[src/rtl/gdo_pkg.sv]
// Shared types, constants and calendar functions of the Gregorian date offset block.
package gdo_pkg;

  // Result status codes.
  localparam logic [1:0] ST_OK        = 2'd0;
  localparam logic [1:0] ST_BAD_MONTH = 2'd1;
  localparam logic [1:0] ST_BAD_DAY   = 2'd2;
  localparam logic [1:0] ST_BAD_YEAR  = 2'd3;

  // Direction codes.
  localparam logic DIR_ADD = 1'b0;
  localparam logic DIR_SUB = 1'b1;

  localparam logic [13:0] YEAR_MIN   = 14'd1900;
  localparam logic [13:0] YEAR_MAX   = 14'd2100;
  localparam logic [11:0] EPOCH_YEAR = 12'd1600;
  localparam logic [11:0] CYCLE_LEN  = 12'd400;
  localparam logic [8:0]  CYCLE_LAST = 9'd399;
  localparam logic [3:0]  MONTHS     = 4'd12;
  localparam logic [3:0]  JANUARY    = 4'd1;
  localparam logic [3:0]  FEBRUARY   = 4'd2;
  localparam logic [6:0]  MONTH_MAX  = 7'd12;
  localparam logic [8:0]  DAYS_LEAP  = 9'd366;
  localparam logic [8:0]  DAYS_COMM  = 9'd365;

  // Exact divisibility by 25 on 14 bits: y * inv(25) mod 2^14 is at most 16383 / 25.
  localparam logic [13:0] INV25     = 14'd7209;
  localparam logic [13:0] DIV25_MAX = 14'd655;

  typedef struct packed {
    logic        func;
    logic [13:0] in_year;
    logic [6:0]  in_month;
    logic [6:0]  in_day;
    logic [13:0] offset_days;
  } gdo_req_t;

  typedef struct packed {
    logic [11:0] out_year;
    logic [3:0]  out_month;
    logic [4:0]  out_day;
    logic [1:0]  status;
  } gdo_res_t;

  typedef struct packed {
    logic load;
    logic check;
    logic prep;
    logic ystep;
    logic mstep;
  } gdo_cmd_t;

  typedef struct packed {
    logic bad;
    logic prep_fin;
    logic year_fin;
    logic month_fin;
  } gdo_sts_t;

  // Leap rule for any 14-bit year.
  function automatic logic leap_of_year(input logic [13:0] y);
    logic [27:0] prod;
    logic        div25;
    prod  = {14'd0, y} * {14'd0, INV25};
    div25 = (prod[13:0] <= DIV25_MAX);
    return (y[1:0] == 2'b00) && (!div25 || (y[3:0] == 4'b0000));
  endfunction

  // Leap rule from the position of the year in its 400-year cycle.
  function automatic logic leap_of_cycle(input logic [8:0] c);
    return (c[1:0] == 2'b00) && !(c == 9'd100 || c == 9'd200 || c == 9'd300);
  endfunction

  function automatic logic [8:0] year_len(input logic leap);
    return leap ? DAYS_LEAP : DAYS_COMM;
  endfunction

  function automatic logic [4:0] month_len(input logic [3:0] m, input logic leap);
    logic [4:0] len;
    case (m)
      4'd1, 4'd3, 4'd5, 4'd7, 4'd8, 4'd10, 4'd12: len = 5'd31;
      4'd4, 4'd6, 4'd9, 4'd11:                    len = 5'd30;
      4'd2:                                       len = leap ? 5'd29 : 5'd28;
      default:                                    len = 5'd0;
    endcase
    return len;
  endfunction

  // Days in a common year before the first of month m.
  function automatic logic [8:0] days_before(input logic [3:0] m);
    logic [8:0] days;
    case (m)
      4'd2:    days = 9'd31;
      4'd3:    days = 9'd59;
      4'd4:    days = 9'd90;
      4'd5:    days = 9'd120;
      4'd6:    days = 9'd151;
      4'd7:    days = 9'd181;
      4'd8:    days = 9'd212;
      4'd9:    days = 9'd243;
      4'd10:   days = 9'd273;
      4'd11:   days = 9'd304;
      4'd12:   days = 9'd334;
      default: days = 9'd0;
    endcase
    return days;
  endfunction

endpackage

[src/rtl/gdo_ctrl.sv]
// Sequencing state machine of the Gregorian date offset block.
module gdo_ctrl (
  input  logic               clk_i,
  input  logic               rst_ni,
  input  logic               start,
  input  gdo_pkg::gdo_sts_t  sts_i,
  output gdo_pkg::gdo_cmd_t  cmd_o,
  output logic               busy,
  output logic               done_o
);
  import gdo_pkg::*;

  localparam logic [2:0] S_IDLE  = 3'd0;
  localparam logic [2:0] S_CHECK = 3'd1;
  localparam logic [2:0] S_PREP  = 3'd2;
  localparam logic [2:0] S_YEAR  = 3'd3;
  localparam logic [2:0] S_MONTH = 3'd4;
  localparam logic [2:0] S_DONE  = 3'd5;

  logic [2:0] state_q, state_d;

  always_comb begin
    state_d = state_q;
    cmd_o   = '0;
    case (state_q)
      S_IDLE: begin
        if (start) begin
          cmd_o.load = 1'b1;
          state_d    = S_CHECK;
        end
      end
      S_CHECK: begin
        cmd_o.check = 1'b1;
        state_d     = sts_i.bad ? S_DONE : S_PREP;
      end
      S_PREP: begin
        cmd_o.prep = 1'b1;
        state_d    = sts_i.prep_fin ? S_MONTH : S_YEAR;
      end
      S_YEAR: begin
        cmd_o.ystep = 1'b1;
        if (sts_i.year_fin) begin
          state_d = S_MONTH;
        end
      end
      S_MONTH: begin
        cmd_o.mstep = 1'b1;
        if (sts_i.month_fin) begin
          state_d = S_DONE;
        end
      end
      S_DONE: begin
        state_d = S_IDLE;
      end
      default: begin
        state_d = S_IDLE;
      end
    endcase
  end

  always_ff @(posedge clk_i or negedge rst_ni) begin
    if (!rst_ni) begin
      state_q <= S_IDLE;
    end else begin
      state_q <= state_d;
    end
  end

  assign busy   = (state_q != S_IDLE);
  assign done_o = (state_q == S_DONE);

endmodule

[src/rtl/gdo_datapath.sv]
// Date registers, check logic and year and month stepping of the date offset block.
module gdo_datapath (
  input  logic               clk_i,
  input  gdo_pkg::gdo_req_t  req_i,
  input  gdo_pkg::gdo_cmd_t  cmd_i,
  output gdo_pkg::gdo_sts_t  sts_o,
  output gdo_pkg::gdo_res_t  res_o
);
  import gdo_pkg::*;

  gdo_req_t    req_q;
  logic [1:0]  err_q;
  logic [11:0] year_q;
  logic [8:0]  cyc_q;    // year position within the 400-year cycle
  logic [8:0]  doy_q;
  logic [3:0]  mon_q;
  logic [14:0] rest_q;   // days still to be placed while stepping years

  logic        in_leap;
  logic [4:0]  in_mlen;
  logic [1:0]  chk_code;
  logic [8:0]  start_doy;
  logic [11:0] cyc_off;
  logic [11:0] cyc_init;
  logic        cur_leap;
  logic [8:0]  cur_ylen;
  logic [4:0]  cur_mlen;
  logic [14:0] fwd_sum;
  logic [14:0] ylen_ext;
  logic [8:0]  cyc_inc;
  logic [8:0]  cyc_dec;

  // Start date checks: month first, then day, then year.
  always_comb begin
    in_leap = leap_of_year(req_q.in_year);
    in_mlen = month_len(req_q.in_month[3:0], in_leap);
    if (req_q.in_month == 7'd0 || req_q.in_month > MONTH_MAX) begin
      chk_code = ST_BAD_MONTH;
    end else if (req_q.in_day == 7'd0 || req_q.in_day > {2'b00, in_mlen}) begin
      chk_code = ST_BAD_DAY;
    end else if (req_q.in_year < YEAR_MIN || req_q.in_year > YEAR_MAX) begin
      chk_code = ST_BAD_YEAR;
    end else begin
      chk_code = ST_OK;
    end
  end

  assign start_doy = days_before(req_q.in_month[3:0]) + {2'b00, req_q.in_day}
                   + {8'd0, in_leap && (req_q.in_month[3:0] > FEBRUARY)};

  assign cyc_off  = req_q.in_year[11:0] - EPOCH_YEAR;
  assign cyc_init = (cyc_off >= CYCLE_LEN) ? cyc_off - CYCLE_LEN : cyc_off;

  assign cur_leap = leap_of_cycle(cyc_q);
  assign cur_ylen = year_len(cur_leap);
  assign cur_mlen = month_len(mon_q, cur_leap);
  assign ylen_ext = {6'd0, cur_ylen};
  assign fwd_sum  = {1'b0, req_q.offset_days} + {6'd0, doy_q};
  assign cyc_inc  = (cyc_q == CYCLE_LAST) ? 9'd0 : cyc_q + 9'd1;
  assign cyc_dec  = (cyc_q == 9'd0) ? CYCLE_LAST : cyc_q - 9'd1;

  always_comb begin
    sts_o.bad      = (chk_code != ST_OK);
    sts_o.prep_fin = (req_q.func == DIR_ADD) ? (fwd_sum <= ylen_ext)
                                             : ({5'd0, req_q.offset_days} < {10'd0, doy_q});
    sts_o.year_fin = (req_q.func == DIR_ADD) ? (rest_q <= ylen_ext) : (rest_q < ylen_ext);
    sts_o.month_fin = !((mon_q < MONTHS) && (doy_q > {4'd0, cur_mlen}));
  end

  always_ff @(posedge clk_i) begin
    if (cmd_i.load) begin
      req_q <= req_i;
    end
    if (cmd_i.check) begin
      err_q  <= chk_code;
      year_q <= req_q.in_year[11:0];
      cyc_q  <= cyc_init[8:0];
      doy_q  <= start_doy;
      mon_q  <= JANUARY;
    end
    if (cmd_i.prep) begin
      if (req_q.func == DIR_ADD) begin
        if (sts_o.prep_fin) begin
          doy_q <= fwd_sum[8:0];
        end else begin
          rest_q <= fwd_sum - ylen_ext;
          year_q <= year_q + 12'd1;
          cyc_q  <= cyc_inc;
        end
      end else begin
        if (sts_o.prep_fin) begin
          doy_q <= doy_q - req_q.offset_days[8:0];
        end else begin
          rest_q <= {1'b0, req_q.offset_days} - {6'd0, doy_q};
          year_q <= year_q - 12'd1;
          cyc_q  <= cyc_dec;
        end
      end
    end
    if (cmd_i.ystep) begin
      if (sts_o.year_fin) begin
        doy_q <= (req_q.func == DIR_ADD) ? rest_q[8:0] : cur_ylen - rest_q[8:0];
      end else begin
        rest_q <= rest_q - ylen_ext;
        if (req_q.func == DIR_ADD) begin
          year_q <= year_q + 12'd1;
          cyc_q  <= cyc_inc;
        end else begin
          year_q <= year_q - 12'd1;
          cyc_q  <= cyc_dec;
        end
      end
    end
    if (cmd_i.mstep && !sts_o.month_fin) begin
      doy_q <= doy_q - {4'd0, cur_mlen};
      mon_q <= mon_q + 4'd1;
    end
  end

  always_comb begin
    res_o.status = err_q;
    if (err_q == ST_OK) begin
      res_o.out_year  = year_q;
      res_o.out_month = mon_q;
      res_o.out_day   = doy_q[4:0];
    end else begin
      res_o.out_year  = '0;
      res_o.out_month = '0;
      res_o.out_day   = '0;
    end
  end

endmodule

[src/rtl/gregorian_date_offset_top.sv]
// Top level of the Gregorian date offset block: controller plus datapath.
//
// Usage: drive a request on req_i (direction, start year, month, day and a
// day offset) and raise start. The transaction is taken at a rising edge
// where start is high and busy is low; req_i need only be valid at that edge.
// busy stays high until the result has been shown, and no new transaction
// is taken meanwhile. The result on res_o is marked by done_o for exactly
// one cycle and is taken at the edge that ends that cycle. The
// receiver cannot stall the block, so it must capture the result then.
//
// Sequence after acceptance: check the date and find its day of the year,
// place the offset in the start year, step over each year boundary
// crossed, step through each month passed, then show the result. An
// invalid start date goes straight from the check to the result. The
// block then returns to idle; only one transaction is in flight.
//
// Reset (rst_ni low, asynchronous) returns the controller to idle and drops
// busy and done_o; a transaction in progress is abandoned.
module gregorian_date_offset_top (
  input  logic               clk_i,
  input  logic               rst_ni,
  input  logic               start,
  input  gdo_pkg::gdo_req_t  req_i,
  output logic               busy,
  output logic               done_o,
  output gdo_pkg::gdo_res_t  res_o
);
  import gdo_pkg::*;

  gdo_cmd_t cmd;
  gdo_sts_t sts;

  // The controller sequences check, placement, year and month steps.
  gdo_ctrl u_ctrl (
    .clk_i  (clk_i),
    .rst_ni (rst_ni),
    .start  (start),
    .sts_i  (sts),
    .cmd_o  (cmd),
    .busy   (busy),
    .done_o (done_o)
  );

  // The datapath holds the date under work and reports each step's outcome.
  gdo_datapath u_dp (
    .clk_i (clk_i),
    .req_i (req_i),
    .cmd_i (cmd),
    .sts_o (sts),
    .res_o (res_o)
  );

endmodule

[config.mk]
export PLATFORM = sky130hd
export DESIGN_NAME = gregorian_date_offset_top
export DESIGN_NICKNAME = d
export VERILOG_FILES = /design/src/rtl/gdo_pkg.sv /design/src/rtl/gdo_ctrl.sv /design/src/rtl/gdo_datapath.sv /design/src/rtl/gregorian_date_offset_top.sv
export SDC_FILE = /design/constraint.sdc
export NUM_CORES = 1
export LEC_CHECK = 0
export BUFFER_PORTS_ARGS = -buffer_cell sky130_fd_sc_hd__clkbuf_2
export CAP_MARGIN = 20
export CORE_AREA = 2 2 122 172
export DETAILED_ROUTE_END_ITERATION = 7
export DIE_AREA = 0 0 124 174
export GPL_ROUTABILITY_DRIVEN = 0
export PLACE_DENSITY_LB_ADDON = 0.08
export SLEW_MARGIN = 20
export SYNTH_ARGS = -nofsm -noshare
export SYNTH_HDL_FRONTEND = slang
export SYNTH_SLANG_ARGS = --single-unit
[constraint.sdc]
create_clock -name clk_i -period 6 [get_ports clk_i]
set_input_delay 0.9 -clock clk_i [delete_from_list [all_inputs] [get_ports clk_i]]
set_output_delay 0.9 -clock clk_i [all_outputs]
set_load 0.01 [all_outputs]
==> flow_summary.ini, run 1 <==
[status]
status = complete, no violations

[logic_synthesis]
async_flop_share_pct = 2.830
synth_cell_types = 83
synth-seq-cells = 106
synth_top_area_share_pct = 14.87
synth_top_area_cell = edfxtp_1
yosysWarnings = 0
syn_inst = 1173
syn_area_um2 = 9892
yosys.cell_count.top_type = ha_1
synthFlopType = dfxtp_1
synth.area.top_cells = edfxtp_1 (15%), ha_1 (14%), dfxtp_1 (11%)
syn_avg_cell_area_um2 = 8.433
synth_edf_count = 49
yosysSeqAreaShare_pct = 26.56
netlist_top_cells_count = ha_1 (112), inv_1 (107), nand2_1 (99)
synth_nets = 1351

[run]
maxCapViolCount = 0

[sta]
slew_violations = 0
clock.fmax_mhz = 170.2
fin_crit_sh_pct = 97.90
rsz0062_at_grt = true
holdWs_ns = 0.3240
maxSlewHeadroom_pct = 24.48
post-route-min-period_ns = 5.874
hold_viol = 0
finalSetupViolCount = 0
finClkSkew_ns = 0.01633
tightestPinTransition_ns = 1.118

[placement]
port_buffers = 70
dp_cells = 1476
place.detailed.hpwl_mm = 20.47

[route]
via_per_inst = 5.766
drt-pass1-iter-count = 7
drt_iter0_markers = 424
vias = 8637
drt_wl_total_mm = 26.70
route.antenna.remaining_nets = 0
drc = 0
drt-wirelength-per-cell_um = 17.82

[floorplanning]
start_util_pct = 49.04
die_h_um = 174
die-area_um2 = 21580
rows = 62
core_area_um2 = 20170
boundaryPins = 71
die_w_um = 124

[setup_path]
critPathKind = reg2reg
crit_fanout = 2
crit_start = u_dp.req_q[29]
critPathBufInv = 1
worst_path_most_repeated_cell = xnor2_1
crit_family = adder cells
slowest_delay_ns = 0.59
crit_arrival_ns = 6.13
crit-reg2reg-launch = u_dp.req_q[29]
cp.required_ns = 6.25
cp-start-kind = flop
crit_path_end_kind = flop
worst-r2r-setup-slack_ns = 0.13
slowest_stage = fa_1

[final_layout]
nets = 1415
n_antenna_cell = 0
utilization_pct = 54.66
drive_above_1_share_pct = 14.09
final_cells = 1498
synthToLayoutAreaGrowth_pct = 11.45

[global_routing]
grtUsageTotal_pct = 25.43
grt_pass1_wl_mm = 42.93
grt_max_degree = 48
overflow = 0
grt_pass1_vias = 8525
antenna_found_initial = 0

[cts]
clk_pin_slew_ns = 0.09
cts_hold_buffers = 0
h-tree-depth = 3
clkLatencyLatePin_ns = 0.37
cts_tree = yes
clock-root-buffer = clkbuf_16
cts_buffers = 9
cts.path.max_buffers = 2
clock_sinks = 106

[power]
leakage_nw = 4.820
finalPower_mw = 5.892
ir_worst_vdd_uv = 366.5
p_per_area_nw_per_um2 = 534.4

[min_path]
hp-class = in2async
[state kept, by name (all words and copies together) (netlist names), named ones only]
register	count
u_dp.req_q	43
u_dp.cyc_q	9
u_dp.doy_q	9
u_ctrl.state_q	3
u_dp.year_q	12
u_dp.mon_q	4
u_dp.err_q	2
u_dp.rest_q	15
[repair_timing]
item	CTS	global route
endpoints found under the setup margin	2	3
pin swaps	2	35
gates cloned	0	0
gates resized for setup	6	21
setup buffers	0	6
[cell families after synthesis]
| group | share of synthesized area, % |
|---|---|
| xor+xnor | 7.703 |
| mux | 1.948 |
| fa+ha+maj | 18.21 |
| simple gates | 18.16 |
| flops | 26.56 |
| buf+inv | 6.577 |
| compound gates | 20.83 |
[power breakdown]
part,switching (mW),internal (mW)
clock,0.307,0.290
combinational,2.26,1.74
sequential,0.291,0.999
total,2.86,3.03
[worst paths after layout]
kind | to | cells past startpoint
hold reg to reg | u_dp.year_q[11] | 1
setup reg to reg | u_dp.doy_q[8] | 25
hold / removal | u_ctrl.state_q[0] | 1
setup / recovery | u_dp.doy_q[8] | 25
max in group asynchronous | u_ctrl.state_q[2] | 1
min in group clk_i | u_dp.year_q[11] | 1
[layout make-up]
cell class	instances	area (µm²)
Tap cell	256	320.3
Clock buffer	9	225.2
Fill cell	1982	9145
Inverter	109	409.1
Multi-Input combinational cell	904	6746
Timing Repair Buffer	107	631.9
Clock inverter	7	63.81
Sequential cell	106	2628
[cell usage in the layout, fill, tap and decap left out, types with 48 or more instances in the layout]
master,instances
clkbuf_2,70
a21oi_1,72
o21ai_0,56
inv_1,104
ha_1,105
nor2_1,80
xnor2_1,60
nand2_1,99
edfxtp_1,49
dfxtp_1,54
nor3_1,48
[metal layers]
layer / global-route usage (%) / routed length [µm] / up-vias
li1: - / - / 4295
met2: 45.01 / 13810 / 192
met4: 11.28 / 1016 / 0
met5: 0 / 0 / -
met3: 2.887 / 795 / 63
met1: 30.39 / 11080 / 4087
[through the flow]
stage	TNS [ns]	worst slack (ns)	area, µm²
after floorplan	0	0.04214	9892
after global placement	-0.1626	-0.1448	10560
after detailed placement	-0.2639	-0.1979	10560
after CTS	0	0.006241	10870
after global routing	-0.2597	-0.1595	11020
final	0	0.1257	11020
(Power assumes the default switching activity.)
==> run 2: changes to the inputs <==
--- a/config.mk
+++ b/config.mk
@@ -7,9 +7,9 @@
 export LEC_CHECK = 0
 export BUFFER_PORTS_ARGS = -buffer_cell sky130_fd_sc_hd__clkbuf_2
 export CAP_MARGIN = 20
-export CORE_AREA = 2 2 122 172
+export CORE_AREA = 2 2 138 153
 export DETAILED_ROUTE_END_ITERATION = 7
-export DIE_AREA = 0 0 124 174
+export DIE_AREA = 0 0 140 155
 export GPL_ROUTABILITY_DRIVEN = 0
 export PLACE_DENSITY_LB_ADDON = 0.08
 export SLEW_MARGIN = 20
==> flow_summary.ini, run 2 (same netlist as run 1, synthesis figures left out) <==
[sta]
slew_violations = 0
hold_viol = 0
finalSetupViolCount = 0
tightestPinTransition_ns = 0.9980
clock.fmax_mhz = 168.9
rsz0062_at_grt = true
post-route-min-period_ns = 5.920
finClkSkew_ns = 0.01463
maxSlewHeadroom_pct = 32.60
fin_crit_sh_pct = 98.66

[cts]
clock-root-buffer = clkbuf_16
clk_pin_slew_ns = 0.09
cts_hold_buffers = 0
clkLatencyLatePin_ns = 0.37
cts.path.max_buffers = 2
h-tree-depth = 3
cts_tree = yes
cts_buffers = 9
clock_sinks = 106

[setup_path]
crit_arrival_ns = 6.17
cp.required_ns = 6.25
worst-r2r-setup-slack_ns = 0.08
crit-reg2reg-launch = u_dp.req_q[30]
reg2reg_depth = 25
r2r_end = u_dp.doy_q[8]
crit_path_end_kind = flop
crit_fanout = 4
critPathKind = reg2reg
cp-start-kind = flop

[final_layout]
largest_reg_flops = 43
largest-register = u_dp.req_q
drive_above_1_share_pct = 13.26
final_common_cell = ha_1
mostFrequentLayoutCells = ha_1 (110), inv_1 (105), nand2_1 (99), nor2_1 (80), a21oi_1 (73)
n_antenna_cell = 0
reg.largest.list = u_dp.req_q x43, u_dp.rest_q x15, u_dp.year_q x12
utilization_pct = 53.88
synthToLayoutAreaGrowth_pct = 10.57
nets = 1410

[route]
drt-pass1-iter-count = 7
drt_iter0_markers = 477
drt-wirelength-per-cell_um = 17.25
via_per_inst = 5.656
vias = 8444
route.antenna.remaining_nets = 0
drc = 0
drt_wl_total_mm = 25.76

[power]
p_per_area_nw_per_um2 = 535.2
finalPower_mw = 5.854
clockPowerShare_pct = 11.0
p_comb_share_pct = 66.8
p_sw_mw = 2.824
pwr-share-seq_pct = 22.2
p_int_mw = 3.030
ir_worst_vdd_uv = 412.3
swShare_pct = 48.25
leakage_nw = 4.814

[floorplanning]
rows = 55
die_h_um = 155
core_area_um2 = 20300
die-area_um2 = 21700
start_util_pct = 48.73
die_w_um = 140
boundaryPins = 71

[global_routing]
grt_pass1_vias = 8149
overflow = 0
grtUsageTotal_pct = 23.93
antenna_found_initial = 0
grt_pass1_wl_mm = 41.72
grt_max_degree = 36

[min_path]
hp-class = in2async

[placement]
place.detailed.hpwl_mm = 20.01
port_buffers = 70

[status]
status = complete, no violations

[run]
maxCapViolCount = 0
==> run 2: power groups by stage <==
stage / sequential [mW] / combinational [mW] / clock, mW
3_3_place_gp: 1.31 / 3.79 / 0
2_1_floorplan: 1.17 / 3.00 / 0
5_1_grt: 1.34 / 4.38 / 0.685
3_5_place_dp: 1.31 / 3.81 / 0
4_1_cts: 1.30 / 3.88 / 0.664
6_report: 1.30 / 3.91 / 0.643
==> run 2: what timing repair did <==
| action | 4_1_cts | 5_1_grt |
|---|---|---|
| setup endpoints to repair | 2 | 2 |
| resized for setup | 9 | 9 |
| gates cloned | 0 | 0 |
| setup buffers | 0 | 3 |
| pin swaps | 8 | 34 |
==> run 2: cell type report <==
| cell class | instances | area, µm² |
|---|---|---|
| fill | 1932 | 9363 |
| timing repair buffer | 102 | 590.6 |
| tap | 256 | 320.3 |
| sequential | 106 | 2628 |
| multi-input combinational | 904 | 6668 |
| inverter | 109 | 409.1 |
| clock inverter | 6 | 72.57 |
| clock buffer | 10 | 250.2 |
==> run 2: routing by layer <==
layer	vias to the layer above	share of wire [%]	global-route usage, %
li1	4288	-	-
met1	3955	47	31.83
met2	178	48	41.22
met3	23	3.9	3.078
met4	0	1.6	6.494
met5	-	0	0
==> run 2: how the worst max path moves through the flow <==
stage	to	from
floorplan	u_dp.doy_q[8]	u_dp.req_q[32]
global placement	u_dp.doy_q[8]	u_dp.req_q[32]
detailed placement	u_dp.doy_q[8]	u_dp.req_q[32]
CTS	u_dp.doy_q[8]	u_dp.req_q[32]
global route	u_dp.doy_q[8]	u_dp.req_q[30]
finish	u_dp.doy_q[8]	u_dp.req_q[30]
==> run 2: worst max-delay path, cell delays in order (launching register included) <==
cell and delay, ns:
edfxtp_1 0.47, fa_1 0.47, ha_1 0.33, ha_1 0.30, inv_2 0.04, fa_1 0.46
fa_2 0.37, xor2_2 0.16, xnor2_1 0.18, xnor2_1 0.16, xnor2_1 0.16, xnor2_1 0.14
nand4_1 0.17, and3_4 0.23, fa_2 0.42, fa_2 0.40, a21o_1 0.16, a21o_1 0.16
a21o_1 0.16, a21oi_2 0.13, nor2b_1 0.06, o21ai_1 0.15, xor2_1 0.16, o21ai_1 0.08
a31oi_1 0.19, o21ai_1 0.09
==> run 2: stage by stage <==
stage | hold slack, ns | worst slack, ns | area (µm²) | setup TNS [ns] | std cells
3_3_place_gp | 0.4685 | -0.07483 | 10550 | -0.07483 | 1474
3_5_place_dp | 0.4777 | -0.2104 | 10550 | -0.2571 | 1474
5_1_grt | 0.3090 | -0.2313 | 10940 | -0.3442 | 1493
2_1_floorplan | 0.4401 | 0.04214 | 9892 | 0 | 1173
4_1_cts | 0.3087 | 0.005317 | 10900 | 0 | 1490
6_report | 0.3213 | 0.08022 | 10940 | 0 | 1493
==> run 3: changes to the inputs <==
--- a/config.mk
+++ b/config.mk
@@ -5,7 +5,7 @@
 export SDC_FILE = /design/constraint.sdc
 export NUM_CORES = 1
 export LEC_CHECK = 0
-export BUFFER_PORTS_ARGS = -buffer_cell sky130_fd_sc_hd__clkbuf_2
+export BUFFER_PORTS_ARGS = -buffer_cell sky130_fd_sc_hd__buf_2
 export CAP_MARGIN = 20
 export CORE_AREA = 2 2 138 153
 export DETAILED_ROUTE_END_ITERATION = 7
==> flow_summary.ini, run 3 (same netlist as run 1, synthesis figures left out) <==
[sta]
finalWorstSetupSlack_ns = 0.1303
maxSlewHeadroom_pct = 41.64
finalSetupViolCount = 0
tightestPinTransition_ns = 0.8734
fin_crit_sh_pct = 97.83
rsz0062_at_grt = true
post-route-min-period_ns = 5.870
clock.fmax_mhz = 170.4
slew_violations = 0
hold_viol = 0
tns_ns = 0
finClkSkew_ns = 0.01684

[setup_path]
cp-start-kind = flop
crit_fanout = 4
crit_path_end_kind = flop
critPathKind = reg2reg
cp.required_ns = 6.25
crit_arrival_ns = 6.12

[placement]
dp_cells = 1473
port_buffers = 70
place.detailed.hpwl_mm = 19.84
placed_area_um2 = 10540
place_worst_setup_slack_ns = -0.2260

[route]
route.antenna.remaining_nets = 0
vias = 8532
drt-pass1-iter-count = 7
drt_wl_total_mm = 26.05
drt-wirelength-per-cell_um = 17.43
drt_iter0_markers = 478
drc = 0
via_per_inst = 5.707

[cts]
clock_sinks = 106
cts.path.max_buffers = 2
clkLatencyLatePin_ns = 0.37
clk_pin_slew_ns = 0.09
cts_buffers = 9
h-tree-depth = 3
cts_tree = yes
clock-root-buffer = clkbuf_16

[floorplanning]
core_area_um2 = 20300
die_w_um = 140
boundaryPins = 71
start_util_pct = 48.73
rows = 55
die-area_um2 = 21700
die_h_um = 155

[final_layout]
largest-register = u_dp.req_q
largest_reg_flops = 43
final_cell_area_um2 = 11040
nets = 1412
reg.largest.list = u_dp.req_q x43, u_dp.rest_q x15, u_dp.year_q x12
n_antenna_cell = 0
final_cells = 1495
utilization_pct = 54.39
synthToLayoutAreaGrowth_pct = 11.61
final_common_cell = ha_1
mostFrequentLayoutCells = ha_1 (104), inv_1 (103), nand2_1 (99), nor2_1 (80), a21oi_1 (72)
drive_above_1_share_pct = 14.12

[global_routing]
grt_pass1_wl_mm = 42.27
overflow = 0
grt_pass1_vias = 8213
grt_max_degree = 36
grtUsageTotal_pct = 24.21
antenna_found_initial = 0

[run]
maxCapViolCount = 0

[power]
ir_worst_vdd_uv = 452.5
p_int_mw = 3.096
swShare_pct = 48.30
leakage_nw = 4.831
p_per_area_nw_per_um2 = 542.4
pwr-share-seq_pct = 21.6
p_comb_share_pct = 67.4
p_sw_mw = 2.893
clockPowerShare_pct = 11.0

[min_path]
hp-class = in2async

[status]
status = complete, no violations
## run 3: changes by cell type in the layout (fill, tap and decap cells not counted), moves of 2 or more
cell / before / now
buf_2: 0 / 70
clkbuf_2: 70 / 0
ha_4: 0 / 7
ha_1: 110 / 104
clkinv_8: 2 / 0
inv_1: 105 / 103
inv_2: 3 / 5
## run 3: path summary, 6_finish.rpt
| path | slack, ns | endpoint | depth (start not counted) | from |
|---|---|---|---|---|
| hold reg to reg | 0.50 | u_dp.year_q[5] | 1 | u_dp.year_q[5] |
| setup / recovery | 0.13 | u_dp.doy_q[8] | 25 | u_dp.req_q[30] |
| min in group clk_i | 0.50 | u_dp.year_q[5] | 1 | u_dp.year_q[5] |
| max in group asynchronous | 5.57 | u_ctrl.state_q[2] | 1 | rst_ni |
| setup reg to reg | 0.13 | u_dp.doy_q[8] | 25 | u_dp.req_q[30] |
| hold / removal | 0.31 | u_ctrl.state_q[0] | 1 | rst_ni |
## run 3: area by class of cell
type	instances	area, µm²
sequential	106	2628
timing repair buffer	104	609.3
tap	256	320.3
clock inverter	6	67.56
clock buffer	10	250.2
fill	1938	9260
inverter	109	409.1
multi-input combinational	904	6756
## run 3: worst max-delay path, cell delays in order, from the launching register on
cell	delay [ns]
edfxtp_1	0.46
fa_1	0.59
ha_4	0.22
ha_4	0.26
inv_2	0.03
fa_1	0.45
fa_2	0.35
xor2_1	0.18
xnor2_1	0.16
xnor2_1	0.15
xnor2_1	0.16
xnor2_1	0.16
nand4_1	0.20
and3_4	0.24
fa_2	0.36
fa_2	0.36
a21o_1	0.19
a21o_1	0.17
a21o_1	0.17
a21oi_2	0.16
nor2b_1	0.06
o21ai_1	0.14
xor2_1	0.16
o21ai_1	0.08
a31oi_1	0.18
o21ai_1	0.09
## run 3: power groups by stage
stage                     Clock, mW  Sequential, mW  Combinational [mW]
after floorplan                   0            1.17                3.00
after global placement            0            1.31                3.79
final                         0.657            1.30                4.04
after global routing          0.700            1.34                4.52
after CTS                     0.674            1.29                3.92
after detailed placement          0            1.31                3.81
## run 3: repair_timing
action,4_1_cts,5_1_grt
endpoints found under the hold margin,0,0
pin swaps,22,33
setup endpoints to repair,2,3
setup buffers,2,4
hold buffers,0,0
gates resized for setup,14,14
## run 3: through the flow
step / hold WS, ns / total power, mW
finish: 0.3114 / 5.989
global route: 0.3041 / 6.551
CTS: 0.3029 / 5.881
detailed placement: 0.4791 / 5.121
global placement: 0.4716 / 5.095
floorplan: 0.4401 / 4.163
## run 3: routing by layer
metal  global-route usage (%)  up-vias  routed length (µm)
li1                         -     4290                   -
met1                    32.67     4015               12230
met2                    40.07      182               12150
met3                    3.386       45                 939
met4                    8.321        0                 730
met5                        0        -                   0
